<file path="config.mk">
export PLATFORM = sky130hd
export DESIGN_NAME = base64_line_tolerant_decoder
export DESIGN_NICKNAME = d
export VERILOG_FILES = /design/src/rtl/b64d_pkg.sv /design/src/rtl/b64d_front.sv /design/src/rtl/b64d_queue.sv /design/src/rtl/b64d_back.sv /design/src/rtl/base64_line_tolerant_decoder.sv
export SDC_FILE = /design/constraint.sdc
export NUM_CORES = 1
export LEC_CHECK = 0
export ABC_AREA = 1
export BUFFER_PORTS_ARGS = -buffer_cell sky130_fd_sc_hd__clkbuf_2
export CORE_MARGIN = 2
export CORE_UTILIZATION = 25
export DETAILED_ROUTE_END_ITERATION = 8
export PLACE_DENSITY_LB_ADDON = 0.3
export RECOVER_POWER = 25
export SYNTH_ARGS = -nofsm -noshare
export SYNTH_HDL_FRONTEND = slang
export SYNTH_SLANG_ARGS = --single-unit
</file>
<file path="constraint.sdc">
create_clock -name clk -period 2.35 [get_ports clk]
set_clock_uncertainty 0.2 [all_clocks]
set_input_delay 0.47 -clock clk [delete_from_list [all_inputs] [get_ports clk]]
set_output_delay 0.47 -clock clk [all_outputs]
set_load 0.02 [all_outputs]
</file>
<file path="src/rtl/b64d_pkg.sv">
// Shared types, class codes and the character lookup of the base64 decoder.
`default_nettype none

package b64d_pkg;

  // Queue depth between front and back.
  localparam int QueueDepth = 2;

  // Character classes found by the front part
  typedef logic [2:0] kind_t;
  localparam kind_t KIND_BLANK   = 3'd0;  // space, tab, CR
  localparam kind_t KIND_NEWLINE = 3'd1;  // LF
  localparam kind_t KIND_PAD     = 3'd2;  // '='
  localparam kind_t KIND_SEXTET  = 3'd3;  // base64 alphabet
  localparam kind_t KIND_OTHER   = 3'd4;  // anything else

  localparam logic [7:0] CharTab     = 8'h09;
  localparam logic [7:0] CharLf      = 8'h0A;
  localparam logic [7:0] CharCr      = 8'h0D;
  localparam logic [7:0] CharSpace   = 8'h20;
  localparam logic [7:0] CharPlus    = 8'h2B;
  localparam logic [7:0] CharSlash   = 8'h2F;
  localparam logic [7:0] CharDigit0  = 8'h30;
  localparam logic [7:0] CharDigit9  = 8'h39;
  localparam logic [7:0] CharEquals  = 8'h3D;
  localparam logic [7:0] CharUpperA  = 8'h41;
  localparam logic [7:0] CharUpperZ  = 8'h5A;
  localparam logic [7:0] CharLowerA  = 8'h61;
  localparam logic [7:0] CharLowerZ  = 8'h7A;

  // Input item: one character
  typedef struct packed {
    logic [7:0] char_code;
    logic       end_of_input;
  } char_item_t;

  // Result item: up to three decoded bytes
  typedef struct packed {
    logic [23:0] data_word;
    logic [1:0]  byte_count;
    logic        end_of_stream;
  } word_item_t;

  // Classified character as it travels through the queue
  typedef struct packed {
    kind_t      kind;
    logic [5:0] sextet;
    logic       last;
  } class_item_t;

  // Map one character to its class and sextet value.
  function automatic class_item_t classify(input char_item_t item);
    class_item_t res;
    logic [7:0]  ch;
    ch         = item.char_code;
    res.kind   = KIND_OTHER;
    res.sextet = 6'd0;
    res.last   = item.end_of_input;
    if (ch == CharSpace || ch == CharTab || ch == CharCr) begin
      res.kind = KIND_BLANK;
    end else if (ch == CharLf) begin
      res.kind = KIND_NEWLINE;
    end else if (ch == CharEquals) begin
      res.kind = KIND_PAD;
    end else if (ch >= CharUpperA && ch <= CharUpperZ) begin
      res.kind   = KIND_SEXTET;
      res.sextet = 6'(ch - CharUpperA);
    end else if (ch >= CharLowerA && ch <= CharLowerZ) begin
      res.kind   = KIND_SEXTET;
      res.sextet = 6'(ch - CharLowerA + 8'd26);
    end else if (ch >= CharDigit0 && ch <= CharDigit9) begin
      res.kind   = KIND_SEXTET;
      res.sextet = 6'(ch - CharDigit0 + 8'd52);
    end else if (ch == CharPlus) begin
      res.kind   = KIND_SEXTET;
      res.sextet = 6'd62;
    end else if (ch == CharSlash) begin
      res.kind   = KIND_SEXTET;
      res.sextet = 6'd63;
    end
    return res;
  endfunction

endpackage

`default_nettype wire

</file>
<file path="src/rtl/b64d_front.sv">
// Front part: accepts characters and classifies them into the queue.
`default_nettype none

module b64d_front (
  input  wire b64d_pkg::char_item_t  char_item,
  input  wire                        char_valid,
  output logic                       char_ready,
  output logic                       push,
  output b64d_pkg::class_item_t      push_item,
  input  wire                        queue_full
);

  // Take a character whenever the queue has room
  assign char_ready = !queue_full;
  assign push       = char_valid && !queue_full;

  // Classify the character on its way in
  assign push_item  = b64d_pkg::classify(char_item);

endmodule

`default_nettype wire

</file>
<file path="src/rtl/b64d_queue.sv">
// Short queue of classified characters between front and back.
`default_nettype none

module b64d_queue #(
  parameter int Depth = b64d_pkg::QueueDepth
) (
  input  wire                         clk,
  input  wire                         rst,
  input  wire                         push,
  input  wire b64d_pkg::class_item_t  push_item,
  output logic                        full,
  input  wire                         pop,
  output logic                        not_empty,
  output b64d_pkg::class_item_t       head_item
);

  localparam int AW = (Depth > 1) ? $clog2(Depth) : 1;
  localparam int CW = $clog2(Depth + 1);

  b64d_pkg::class_item_t entries [Depth];
  logic [AW-1:0] head;
  logic [AW-1:0] tail;
  logic [CW-1:0] count;

  assign full      = (count == CW'(Depth));
  assign not_empty = (count != '0);
  assign head_item = entries[head];

  // Store at the tail on push
  always_ff @(posedge clk) begin
    if (push) begin
      entries[tail] <= push_item;
    end
  end

  // Advance pointers and occupancy
  always_ff @(posedge clk) begin
    if (rst) begin
      head  <= '0;
      tail  <= '0;
      count <= '0;
    end else begin
      if (push) begin
        tail <= (tail == AW'(Depth - 1)) ? '0 : tail + AW'(1);
      end
      if (pop) begin
        head <= (head == AW'(Depth - 1)) ? '0 : head + AW'(1);
      end
      if (push && !pop) begin
        count <= count + CW'(1);
      end else if (pop && !push) begin
        count <= count - CW'(1);
      end
    end
  end

endmodule

`default_nettype wire

</file>
<file path="src/rtl/b64d_back.sv">
// Back part: group state, sextet packing and the result register.
`default_nettype none

module b64d_back (
  input  wire                         clk,
  input  wire                         rst,
  input  wire                         not_empty,
  input  wire b64d_pkg::class_item_t  head_item,
  output logic                        pop,
  output logic                        word_valid,
  input  wire                         word_ready,
  output b64d_pkg::word_item_t        word_item
);

  logic [23:0] group_bytes;
  logic [1:0]  group_position;
  logic        skip_line;
  logic        dead_after_pad;

  logic [23:0] group_bytes_next;
  logic [1:0]  group_position_next;
  logic        skip_line_next;
  logic        dead_after_pad_next;
  logic        emit;
  logic [23:0] flush_word;
  b64d_pkg::word_item_t result;

  // Take an item when the result register is free or being drained
  assign pop = not_empty && (!word_valid || word_ready);

  // Update group state for one classified character
  always_comb begin
    group_bytes_next    = group_bytes;
    group_position_next = group_position;
    skip_line_next      = skip_line;
    dead_after_pad_next = dead_after_pad;
    emit                = 1'b0;
    if (head_item.kind == b64d_pkg::KIND_BLANK) begin
      emit = 1'b0;
    end else if (head_item.kind == b64d_pkg::KIND_NEWLINE) begin
      skip_line_next = 1'b0;
    end else if (skip_line) begin
      emit = 1'b0;
    end else if (head_item.kind == b64d_pkg::KIND_PAD) begin
      if (!dead_after_pad) begin
        if (group_position == 2'd0) begin
          dead_after_pad_next = 1'b1;
        end else begin
          group_position_next = group_position - 2'd1;
        end
      end
      skip_line_next = 1'b1;
    end else if (head_item.kind != b64d_pkg::KIND_SEXTET) begin
      skip_line_next = 1'b1;
    end else if (!dead_after_pad) begin
      unique case (group_position)
        2'd0: begin
          group_bytes_next[23:18] = group_bytes[23:18] | head_item.sextet;
          group_position_next     = 2'd1;
        end
        2'd1: begin
          group_bytes_next[17:16] = group_bytes[17:16] | head_item.sextet[5:4];
          group_bytes_next[15:12] = group_bytes[15:12] | head_item.sextet[3:0];
          group_position_next     = 2'd2;
        end
        2'd2: begin
          group_bytes_next[11:8] = group_bytes[11:8] | head_item.sextet[5:2];
          group_bytes_next[7:6]  = group_bytes[7:6] | head_item.sextet[1:0];
          group_position_next    = 2'd3;
        end
        default: begin
          group_bytes_next[5:0] = group_bytes[5:0] | head_item.sextet;
          emit                  = 1'b1;
        end
      endcase
    end
  end

  // Keep only the valid leading bytes of a partial group
  always_comb begin
    unique case (group_position_next)
      2'd1:    flush_word = {group_bytes_next[23:16], 16'h0000};
      2'd2:    flush_word = {group_bytes_next[23:8], 8'h00};
      2'd3:    flush_word = group_bytes_next;
      default: flush_word = 24'h000000;
    endcase
  end

  // Build the result for this character
  always_comb begin
    result.end_of_stream = head_item.last;
    if (emit) begin
      result.data_word  = group_bytes_next;
      result.byte_count = 2'd3;
    end else if (!dead_after_pad_next) begin
      result.data_word  = flush_word;
      result.byte_count = group_position_next;
    end else begin
      result.data_word  = 24'h000000;
      result.byte_count = 2'd0;
    end
  end

  // Commit state; a full group or the last character clears it
  always_ff @(posedge clk) begin
    if (rst) begin
      group_bytes    <= '0;
      group_position <= '0;
      skip_line      <= 1'b0;
      dead_after_pad <= 1'b0;
    end else if (pop) begin
      if (head_item.last) begin
        group_bytes    <= '0;
        group_position <= '0;
        skip_line      <= 1'b0;
        dead_after_pad <= 1'b0;
      end else begin
        group_bytes    <= emit ? 24'h000000 : group_bytes_next;
        group_position <= emit ? 2'd0 : group_position_next;
        skip_line      <= skip_line_next;
        dead_after_pad <= dead_after_pad_next;
      end
    end
  end

  // Hold the result until its transfer
  always_ff @(posedge clk) begin
    if (rst) begin
      word_valid <= 1'b0;
    end else if (pop && (emit || head_item.last)) begin
      word_valid <= 1'b1;
    end else if (word_ready) begin
      word_valid <= 1'b0;
    end
  end

  always_ff @(posedge clk) begin
    if (pop && (emit || head_item.last)) begin
      word_item <= result;
    end
  end

endmodule

`default_nettype wire

</file>
<file path="src/rtl/base64_line_tolerant_decoder.sv">
// Top level of the line-tolerant base64 decoder.
//
//  channel | signals                              | moves
//  --------+--------------------------------------+-------------------------------
//  char    | char_valid, char_ready, char_item    | one character, end-of-input flag
//  word    | word_valid, word_ready, word_item    | up to 3 bytes, count, end flag
//
// One character per cycle sustained while word_ready does not stall; the queue
// between classifier and group logic is QueueDepth entries. A transferred
// character is written into the queue, and any result it produces is registered
// at the same edge that pops it from the queue.
// Reset (rst, synchronous) empties the queue and clears all group state.
// A stall on word_ready backs up through the result register and the queue.
`default_nettype none

module base64_line_tolerant_decoder #(
  parameter int QueueDepth = b64d_pkg::QueueDepth
) (
  input  wire                        clk,
  input  wire                        rst,
  input  wire                        char_valid,
  output logic                       char_ready,
  input  wire b64d_pkg::char_item_t  char_item,
  output logic                       word_valid,
  input  wire                        word_ready,
  output b64d_pkg::word_item_t       word_item
);

  logic                  push;
  b64d_pkg::class_item_t push_item;
  logic                  queue_full;
  logic                  pop;
  logic                  not_empty;
  b64d_pkg::class_item_t head_item;

  b64d_front u_front (
    .char_item  (char_item),
    .char_valid (char_valid),
    .char_ready (char_ready),
    .push       (push),
    .push_item  (push_item),
    .queue_full (queue_full)
  );

  b64d_queue #(
    .Depth (QueueDepth)
  ) u_queue (
    .clk       (clk),
    .rst       (rst),
    .push      (push),
    .push_item (push_item),
    .full      (queue_full),
    .pop       (pop),
    .not_empty (not_empty),
    .head_item (head_item)
  );

  b64d_back u_back (
    .clk        (clk),
    .rst        (rst),
    .not_empty  (not_empty),
    .head_item  (head_item),
    .pop        (pop),
    .word_valid (word_valid),
    .word_ready (word_ready),
    .word_item  (word_item)
  );

endmodule

`default_nettype wire

</file>
* Word-level counts from Yosys, hierarchy flattened *
Memories as Yosys holds them, arrays and structs flattened. A register that Yosys moved wholly into a read port is not among the register bits.
Cells that the tools add are included.

word-level totals
  output and inout port bits = 29
  latch bits = 0
  bits in registers = 60
  bits in writable memories = 20
  input port bits = 13
  ROM bits = 0
  memories kept = 1
  logic and storage cells = 141

operators by class
  multiplexer cells = 67
  reduce and logical (&&, ||, !) cells = 23
  add/sub/neg operators = 10
  shift operators = 0
  div/mod/pow operators = 0
  $mul = 0
  equality and inequality tests = 17
  bitwise logic cells = 6
  magnitude comparators = 6

memory list
  name             depth  width  read ports  clocked after Yosys merged registers in  write ports  line              text
  u_queue.entries  2      10     1           1                                        1            b64d_queue.sv:20  b64d_pkg::class_item_t entries [Depth];

operators by type and width
  kind                 count
  $mux 24              8
  $pmux 24 s3          1
  $mux 26              2
  $mux 9               5
  $mux 6               7
  $eq 8x6->1 const B   4
  $mux 1               28
  $eq 8x4->1 const B   3
  $mux 2               12
  $ge 8x7->1 const B   2
  $le 8x7->1 const B   2
  $or 6x6->6           2
  $sub 6x6->6 const B  2
  $mux 3               3
  $eq 2x2->1 const B   4
  $ge 8x6->1 const B   1
  $le 8x6->1 const B   1
  $logic_and 1x1->1    8
  $or 4x4->4           2
  $add 6x5->6 const B  1
  $add 6x6->6 const B  1
  $pmux 2 s3           1
  $reduce_bool 2->1    3
  $sub 6x1->6 const B  1
  15 further kinds     25

* Logic depth before layout (Yosys ltp) *
Gate-level depths: netlist of run 1.

  depth after elaboration = 12
  gate-level depth with buffers = 11

* Modules after synthesis *
From an unflattened synthesis of run 1, not the netlist that was laid out.

second synthesis, totals
  cells, all modules = 514
  area total of the unflattened synthesis = 4340.4 um2

by module, submodules not included
  module      cells each  seq. area each (um2)  instances  area an instance (um2)
  b64d_back   291         1391.3                1          2514.9
  b64d_queue  64          700.7                 1          991.0
  b64d_front  159         0.0                   1          834.6

* Worst setup path after synthesis of run 1 *
OpenSTA, ideal clock, no wires.

  kind = register to register
  start point = register (tool-made name)
  end point = register u_back.word_item[0] (netlist name)
  stages on the path, launching flop included = 10
  data arrival time = 1.544 ns
  setup slack = 0.225 ns
  library setup time = 0.382 ns
  path through = dfxtp_1 -> inv_2 -> nand2_1 -> nand2_1 -> nand3_4 -> inv_1 -> nand3_2 -> nand2_1 -> nand2_2 -> inv_1

==> results.json, run 1 <==
{
  "outcome": "finished, final reports clean",
  "p_seq_share_pct": 38.0,
  "dpl_cell_area_um2": 4730,
  "final_cells": 764,
  "seq_area_um2": 2090,
  "syn2layout_area_growth_pct": 21.5,
  "reg2reg_to": "u_back.word_item[7]",
  "reg2reg_slack_ps": 300,
  "yosysSeqAreaShare_pct": 50.8,
  "postCtsResizedCells": 0,
  "final_common_cell": "nand2_1",
  "hp-start": "char_item[0]",
  "crit_path_max_incr_delay_ps": 480,
  "crit_type": "flop to flop",
  "setup_viol": 0,
  "reg2reg_depth": 11,
  "p_leak_nw": 2.07,
  "wl_per_cell_um": 11.5,
  "dr_total_vias": 3214,
  "min_period_over_period_pct": 87.1,
  "dp_hpwl_mm": 6.72,
  "die_h_um": 132,
  "post-route-util_pct": 31.3,
  "routabilityCongestion": 0.833,
  "vdd_ir_drop_max_mv": 0.414,
  "cts_sinks": 81,
  "drtAntennaViolNets": 0,
  "pre_cts_ws_ps": -34.6,
  "switchingPower_mw": 1.91,
  "setup_ws_ps": 303,
  "cts_tree": "yes",
  "fillCellCount": 1741,
  "io_pins": 42,
  "yosysUniqueCellTypes": 34,
  "dieArea_um2": 17500,
  "cts.htree.levels": 3,
  "track_usage_pct": 10.4,
  "grt_max_degree": 28,
  "cts_root_buffer": "clkbuf_16",
  "synth_top_area_cell": "edfxtp_1",
  "cts_setup_buffers": 0,
  "p_clk_share_pct": 27.5,
  "worst_path_max_delay_cell": "dfxtp_1",
  "internal_power_mw": 3.23,
  "finalPower_mw": 5.13,
  "via_per_inst": 4.21,
  "drt-pass1-iter-count": 6,
  "drc": 0,
  "multi_input_area_um2": 1640,
  "hold_viol_final": 0,
  "tightest_slew_ps": 604,
  "crit_path_end_kind": "flop",
  "place_inst": 748,
  "clockBufferDepth": 2,
  "cp_data_required_time_ps": 2230,
  "ys_warn_count": 0,
  "clock.fmax_ghz": 0.488,
  "crit_top_cell": "nand2_1",
  "netSwitchingFraction_pct": 37.1,
  "synth_top_area_share_pct": 34.2,
  "synth_area_leaders": "edfxtp_1 (34%), dfxtp_1 (17%), nand2_1 (7.9%), inv_1 (7.1%), nor2_1 (4.4%)",
  "cap_viol_max_count": 0,
  "wirelength_mm": 8.81,
  "ys_ff_latch": 81,
  "cts_buffers": 9,
  "grt_pass1_vias": 3122,
  "grt_pass1_wl_mm": 14.7,
  "p_comb_share_pct": 34.5,
  "start_util_pct": 25.8,
  "design_area_um2": 5010,
  "antenna_found_initial": 0,
  "rows": 46,
  "hold_path.class": "input pin to flop",
  "drv_slew": 0,
  "relSlewSlack_pct": 59.7,
  "pwr_density_cell_nw_per_um2": 1020,
  "critPathLaunchType": "flop",
  "port_buffers": 41,
  "core_um2": 16000,
  "endpoint": "u_back.word_item[7]",
  "n_antenna_cell": 0,
  "arrival_ps": 1930,
  "overflow": 0,
  "syn_nets": 501,
  "rsz0062_at_grt": "false",
  "clock_latency_ps": 330,
  "critical_path.cell_chain": "inv_2 > nand2_1 > nand2_1 > nor2_2 > nor2_1 > nand3_1 > nand2_2 > nand2_4 > inv_4 > nand3_1 > nand2_1",
  "fin_crit_ps": 2050,
  "fin_nets": 566,
  "syn_inst": 478,
  "syn-cell-area_um2": 4120,
  "synth_area_per_cell_um2": 8.62,
  "final_cell_mix": "nand2_1 (87), inv_1 (78), nor2_1 (48), edfxtp_1 (47), dfxtp_1 (34)",
  "critPathMaxFanout": 13,
  "first_iter_violations": 206,
  "die_w_um": 132,
  "drive_gt1_share_pct": 19.5,
  "postCtsHoldBufs": 0,
  "path_clk_slew_ps": 60
}
how the worst min path moves through the flow:
stage | end | cells past startpoint
floorplan | u_back.group_bytes[0] | 2
global placement | u_back.group_bytes[5] | 2
detailed placement | u_back.group_bytes[4] | 2
CTS | u_queue.entries[1][0] | 1
global route | u_back.group_position[1] | 2
finish | u_queue.entries[1][0] | 1
state kept, by name (all words and copies together) (netlist names), named ones only:
register and flops:
u_back.word_item 27, u_back.skip_line 1, u_back.dead_after_pad 1, u_back.group_bytes 24, u_back.word_valid 1, u_queue.entries 20
u_queue.head 1, u_queue.tail 1, u_queue.count 2, u_back.group_position 2
worst max-delay path, delay by kind of cell, from the launching register on:
kind	cells	cell delay [ps]
flops	1	480
simple gates	9	870
buf+inv	2	220
synthesized netlist by cell type, drive strengths merged:
master / count
o31ai: 1
xor2: 6
edfxtp: 47
clkbuf: 3
or2: 5
nand2: 97
nor3: 13
nand3b: 1
nand3: 34
buf: 8
inv: 82
dfxtp: 34
nor2: 50
a21oi: 35
a31oi: 10
ha: 10
nand4: 11
o21ai: 31
power groups by stage:
stage	Combinational (mW)	Sequential [mW]	Clock [mW]
after floorplan	1.03	2.18	0
after global placement	1.80	1.98	0
after detailed placement	1.82	1.99	0
after CTS	1.83	1.96	1.45
after global routing	1.95	1.98	1.51
final	1.77	1.95	1.41
routing by layer:
layer  GRT usage [%]  routed length (um)  up-vias
li1                -                   -     1692
met1            12.4                4030     1443
met2            17.9                4240       66
met3            2.58                 356       13
met4            4.42                 176        0
met5               0                   0        -
cell type report:
cell class	count	area share, %
sequential	81	41.8
tap	216	5.40
clock buffer	12	5.12
inverter	82	6.20
timing repair buffer	65	7.62
multi-input combinational	304	32.8
clock inverter	4	1.02
cells by family (layout without fill, tap and decap cells):
| group | after synthesis | in the layout | synth area share (%) |
|---|---|---|---|
| simple gates | 211 | 211 | 24.6 |
| compound gates | 77 | 77 | 11.0 |
| fa+ha+maj | 10 | 10 | 3.04 |
| xor+xnor | 6 | 6 | 1.28 |
| flops | 81 | 81 | 50.8 |
| buf+inv | 93 | 163 | 9.35 |
stage by stage:
step	TNS (ps)	hold WS, ps
after detailed placement	-115	219
after global placement	0	216
final	0	155
after global routing	0	154
after floorplan	0	209
after CTS	0	120
Note: power is estimated with default switching activity, not from simulation.
==> run 2, diff against run 1 <==
ABC_AREA = unset   (was 1)
clock period = 2 ns   (was 2.35 ns; I/O delays follow)
==> run 2 against run 1 <==
Effect of this change:
- non-clock buffer count increased by 53
- wire length decreased by 1.1%
- first-iteration DRC count decreased by 19%
- largest cell class unchanged
==> results.json, run 2 <==
{
  "arrival_ps": 1860,
  "p_leak_nw": 2.01,
  "p_comb_share_pct": 32.3,
  "crit_path_end_kind": "flop",
  "dr_total_vias": 2999,
  "wirelength_mm": 8.71,
  "cp_data_required_time_ps": 1890,
  "clockBufferDepth": 2,
  "die_h_um": 129,
  "port_buffers": 41,
  "synthFlopType": "edfxtp_1",
  "die_w_um": 129,
  "critPathLaunchType": "flop",
  "grt_max_degree": 27,
  "synth_edf_count": 47,
  "dp_hpwl_mm": 6.54,
  "ys_warn_count": 0,
  "yosysMostFrequentCell": "nor2_1",
  "hold_path_depth": 1,
  "drtAntennaViolNets": 0,
  "relSlewSlack_pct": 68.1,
  "multi_input_area_um2": 1880,
  "via_per_inst": 4.51,
  "cts_buffers": 9,
  "grt_pass1_vias": 2908,
  "min_period_over_period_pct": 98.7,
  "first_iter_violations": 166,
  "pwr_density_cell_nw_per_um2": 1110,
  "hp-start": "char_item[0]",
  "tightest_slew_ps": 478,
  "routabilityCongestion": 0.841,
  "final_cell_mix": "buf_4 (70), nor2_1 (48), edfxtp_1 (47), a21oi_1 (43), dfxtp_1 (32)",
  "syn2layout_area_growth_pct": 39.0,
  "core_um2": 15200,
  "yosysUniqueCellTypes": 55,
  "syn-cell-area_um2": 3890,
  "r2r-start": "u_queue.entries[0][9]",
  "io_pins": 42,
  "netSwitchingFraction_pct": 33.2,
  "crit_type": "flop to flop",
  "seq_area_um2": 2100,
  "largest_reg_flops": 27,
  "reg2reg_depth": 7,
  "n_antenna_cell": 0,
  "synthTopCellsByCount": "nor2_1 (55), a21oi_1 (47), edfxtp_1 (47)",
  "fin_crit_ps": 1970,
  "cap_viol_max_count": 0,
  "vdd_ir_drop_max_mv": 0.508,
  "hold_viol_final": 0,
  "ys_ff_latch": 81,
  "fin_nets": 495,
  "worst_path_max_delay_cell": "edfxtp_1",
  "path_clk_slew_ps": 70,
  "p_seq_share_pct": 37.4,
  "outcome": "finished, final reports clean",
  "synth_top_area_share_pct": 36.3,
  "syn_inst": 359,
  "drc": 0,
  "ys_async_sr_fraction_pct": 0,
  "regMostFlops": "u_back.word_item",
  "setup_viol": 0,
  "fillCellCount": 1522,
  "internal_power_mw": 4.01,
  "switchingPower_mw": 1.99,
  "drive_gt1_share_pct": 35.4,
  "grt_pass1_wl_mm": 14.3,
  "synth_area_per_cell_um2": 10.8,
  "critical_path.cell_chain": "buf_4 > nor3b_4 > a32o_2 > o2111a_2 > nor3_4 > buf_6 > o2bb2ai_1",
  "hold_path.class": "input pin to flop",
  "dieArea_um2": 16600,
  "track_usage_pct": 10.9,
  "cts.htree.levels": 3,
  "post-route-util_pct": 35.5,
  "final_common_cell": "buf_4",
  "p_clk_share_pct": 30.3,
  "synth_top_area_cell": "edfxtp_1",
  "reg2reg_to": "u_back.word_item[6]",
  "drv_slew": 0,
  "start_util_pct": 25.6,
  "setup_tns_ps": 0,
  "crit_path_max_incr_delay_ps": 390,
  "wl_per_cell_um": 13.1,
  "cts_sinks": 81,
  "antenna_found_initial": 0,
  "reg.largest.list": "u_back.word_item: 27 flops, u_back.group_bytes: 24 flops, u_queue.entries: 20 flops",
  "overflow": 0,
  "cts_tree": "yes",
  "cts_root_buffer": "clkbuf_16",
  "clock.fmax_ghz": 0.507,
  "finalPower_mw": 6.00,
  "rsz0062_at_grt": "true",
  "critPathMaxFanout": 8,
  "syn_nets": 382,
  "synth_area_leaders": "edfxtp_1 (36%), dfxtp_1 (18%), a21oi_1 (6.1%), nor2_1 (5.3%), ha_1 (3.2%)",
  "holdPathEnd": "u_queue.entries[1][0]",
  "yosysSeqAreaShare_pct": 53.8,
  "rows": 45,
  "clock_latency_ps": 340,
  "reg2reg_slack_ps": 30,
  "drt-pass1-iter-count": 4
}
[run 2: cell count changes in the layout (fill, tap and decap cells not counted), sizes merged, moves of 13 or more]
cell | before | now
nand2 | 97 | 13
o21ai | 31 | 9
buf | 21 | 78
a21oi | 35 | 48
nand3 | 34 | 6
inv | 82 | 15
[run 2: cell type report]
type	count	share of cell area (%)
clock buffer	9	4.17
clock inverter	7	2.01
inverter	12	1.07
multi-input combinational	250	34.8
sequential	81	38.8
tap	188	4.35
timing repair buffer	118	14.8
[run 2: power groups by stage]
stage	logic (mW)	registers, mW	clock network [mW]
global placement	1.81	2.26	0
detailed placement	1.84	2.27	0
CTS	1.90	2.25	1.87
global route	2.14	2.28	1.92
floorplan	1.02	2.42	0
finish	1.94	2.24	1.82
[run 2: kinds of logic after synthesis]
kind of cell,Yosys count,synth area share (%)
flip-flops,81,53.8
buffers and inverters,28,3.51
AND/OR/NAND/NOR,123,16.9
adder cells (fa/ha/maj),10,3.22
multiplexers,15,4.09
XOR/XNOR,11,2.48
AO/OA/AOI/OAI,91,16.0
[run 2: how the worst max path moves through the flow]
stage | start | end | slack, ps | depth (start not counted)
finish | u_queue.entries[0][9] | u_back.word_item[6] | 30 | 7
CTS | flop | u_back.word_item[6] | 1 | 8
global route | u_queue.entries[0][9] | u_back.word_item[15] | -90 | 7
detailed placement | char_item[3] | u_queue.entries[0][4] | -430 | 8
global placement | char_item[3] | u_queue.entries[0][5] | -370 | 8
floorplan | char_item[3] | u_queue.entries[0][5] | -230 | 8
[run 2: metal layers]
| metal | share of wire (%) | track usage, % | routed length, um |
|---|---|---|---|
| met2 | 47 | 17.6 | 4120 |
| met4 | 1.5 | 4.41 | 129 |
| met3 | 3.8 | 2.29 | 332 |
| met1 | 47 | 14.2 | 4120 |
| met5 | 0 | 0 | 0 |
[run 2: through the flow]
step / setup WS (ps) / cells / cell area [um^2] / hold WS, ps
global route: -91.8 / 665 / 5400 / 46.9
global placement: -375 / 638 / 4820 / 243
CTS: 1.46 / 657 / 5250 / 37.6
detailed placement: -428 / 638 / 4820 / 246
floorplan: -232 / 359 / 3980 / 230
finish: 25.8 / 665 / 5400 / 52.8
[run 2: worst max-delay path, delay by kind of cell, from the launching register on]
family	cells	cell delay [ps]
flip-flops	1	390
AO/OA/AOI/OAI	3	590
buffers and inverters	2	310
AND/OR/NAND/NOR	2	240
[run 2: what timing repair did]
item | in CTS | in global routing
pin swaps | 5 | 10
gates resized for setup | 15 | 39
buffers inserted | 3 | 8
endpoints found under the hold margin | 0 | 0
endpoints found under the setup margin | 61 | 90
hold buffers | 0 | 0
gates cloned | 0 | 0
==> run 3, diff against run 2 <==
SLEW_MARGIN = 0   (was unset)
clock period = 2.15 ns   (was 2 ns; I/O delays follow)
==> run 3 against run 2 <==
Effect of this change:
- worst hold slack improved by 29 ps
- clock-buffer cell count stayed put
- non-clock buffer count down 23
- combinational power fell by 16%
- critical path type is now input pin to flop
==> results.json, run 3 (synthesis results as in run 2) <==
{
  "postCtsHoldBufs": 0,
  "drtAntennaViolNets": 0,
  "setup_viol": 0,
  "wirelength_mm": 8.49,
  "p_leak_nw": 1.87,
  "antenna_found_initial": 0,
  "grt_pass1_vias": 2885,
  "design_area_um2": 5090,
  "core_um2": 15200,
  "crit_type": "input pin to flop",
  "routabilityCongestion": 0.807,
  "reg.largest.list": "u_back.word_item: 27 flops, u_back.group_bytes: 24 flops, u_queue.entries: 20 flops",
  "clock.fmax_ghz": 0.488,
  "rsz0062_at_grt": "false",
  "dpl_cell_area_um2": 4720,
  "cap_viol_max_count": 0,
  "start_util_pct": 25.6,
  "seq_area_um2": 2090,
  "dr_total_vias": 2937,
  "hold_viol_final": 0,
  "arrival_ps": 1930,
  "die_w_um": 129,
  "place_inst": 625,
  "regMostFlops": "u_back.word_item",
  "pwr_density_cell_nw_per_um2": 1050,
  "tightest_slew_ps": 612,
  "cts_tree": "yes",
  "die_h_um": 129,
  "port_buffers": 41,
  "cp_data_required_time_ps": 2030,
  "fillCellCount": 1573,
  "rows": 45,
  "grt_pass1_wl_mm": 13.8,
  "io_pins": 42,
  "critPathLaunchType": "input pin",
  "clock_latency_ps": 340,
  "via_per_inst": 4.57,
  "final_cell_mix": "nor2_1 (54), buf_4 (50), edfxtp_1 (47), a21oi_1 (46), dfxtp_1 (33)",
  "clockBufferDepth": 2,
  "vdd_ir_drop_max_mv": 0.332,
  "reg2reg_slack_ps": 110,
  "outcome": "finished, final reports clean",
  "drc": 0,
  "min_period_over_period_pct": 95.2,
  "final_common_cell": "nor2_1",
  "path_clk_slew_ps": 60,
  "drt-pass1-iter-count": 4,
  "dp_hpwl_mm": 6.46,
  "final_cells": 642,
  "largest_reg_flops": 27,
  "cts_buffers": 9,
  "wl_per_cell_um": 13.2,
  "fin_nets": 472,
  "grt_max_degree": 22,
  "critPathMaxFanout": 7,
  "n_antenna_cell": 0,
  "relSlewSlack_pct": 58.9,
  "hold_path.class": "input pin to flop",
  "drv_slew": 0,
  "post-route-util_pct": 33.5,
  "timing.hold.ws_ps": 82.0,
  "multi_input_area_um2": 1760,
  "overflow": 0,
  "cts.htree.levels": 3,
  "cts_sinks": 81,
  "track_usage_pct": 10.6,
  "fin_crit_ps": 2050,
  "drive_gt1_share_pct": 28.2,
  "cts_root_buffer": "clkbuf_16",
  "crit_path_end_kind": "flop",
  "syn2layout_area_growth_pct": 31.0,
  "dieArea_um2": 16600,
  "first_iter_violations": 187
}
## run 3: worst paths after layout
check,depth (start not counted),start,to
worst max-delay path,9,char_item[3],u_queue.entries[1][5]
worst min-delay path,1,char_item[0],u_queue.entries[0][0]
worst max register to register,7,u_queue.entries[0][9],u_back.word_item[3]
worst min register to register,1,u_back.group_bytes[0],u_back.group_bytes[0]
## run 3: stage by stage
stage               worst slack (ps)  power (mW)  setup TNS [ps]
finish                           103        5.36               0
global route                    9.65        5.64               0
CTS                             8.33        5.41               0
detailed placement              -267        3.72           -6840
global placement                -219        3.68           -5420
floorplan                       -112        3.18           -1270
## run 3: final cells by class
| cell class | instances | area share (%) |
|---|---|---|
| clock buffers | 9 | 4.42 |
| multi-input cells | 250 | 34.6 |
| inverters | 12 | 1.13 |
| flip-flops and latches | 81 | 41.1 |
| clock inverters | 7 | 1.99 |
| repair buffers | 95 | 12.1 |
| well taps | 188 | 4.62 |
## run 3: metal layers
metal,share of wire [%],GRT usage (%),up-vias
met5,0,0,-
met3,4.4,2.62,15
met1,47,12.9,1375
li1,-,-,1483
met4,2.6,5.43,0
met2,46,17.4,64
## run 3: repair_timing
| item | in CTS | in global routing |
|---|---|---|
| setup buffers | 0 | 1 |
| gates resized for setup | 3 | 11 |
| setup endpoints to repair | 28 | 44 |
| hold endpoints to repair | 0 | 0 |
| pin swaps | 0 | 1 |
| gates cloned | 0 | 0 |
## run 3: where the power goes
group	leakage (nW)	internal, mW	total, mW	switching (mW)
combinational	0.991	0.614	1.62	1.00
clock	0.158	1.03	1.65	0.620
sequential	0.724	1.96	2.09	0.133
## run 3: critical path, cell delays in order
cell and delay [ps]:
clkbuf_2 170, clkinv_8 70, ha_1 210, nand2b_1 80
a21oi_1 70, a2111oi_4 350, buf_4 210, and2b_2 230
a211oi_2 100
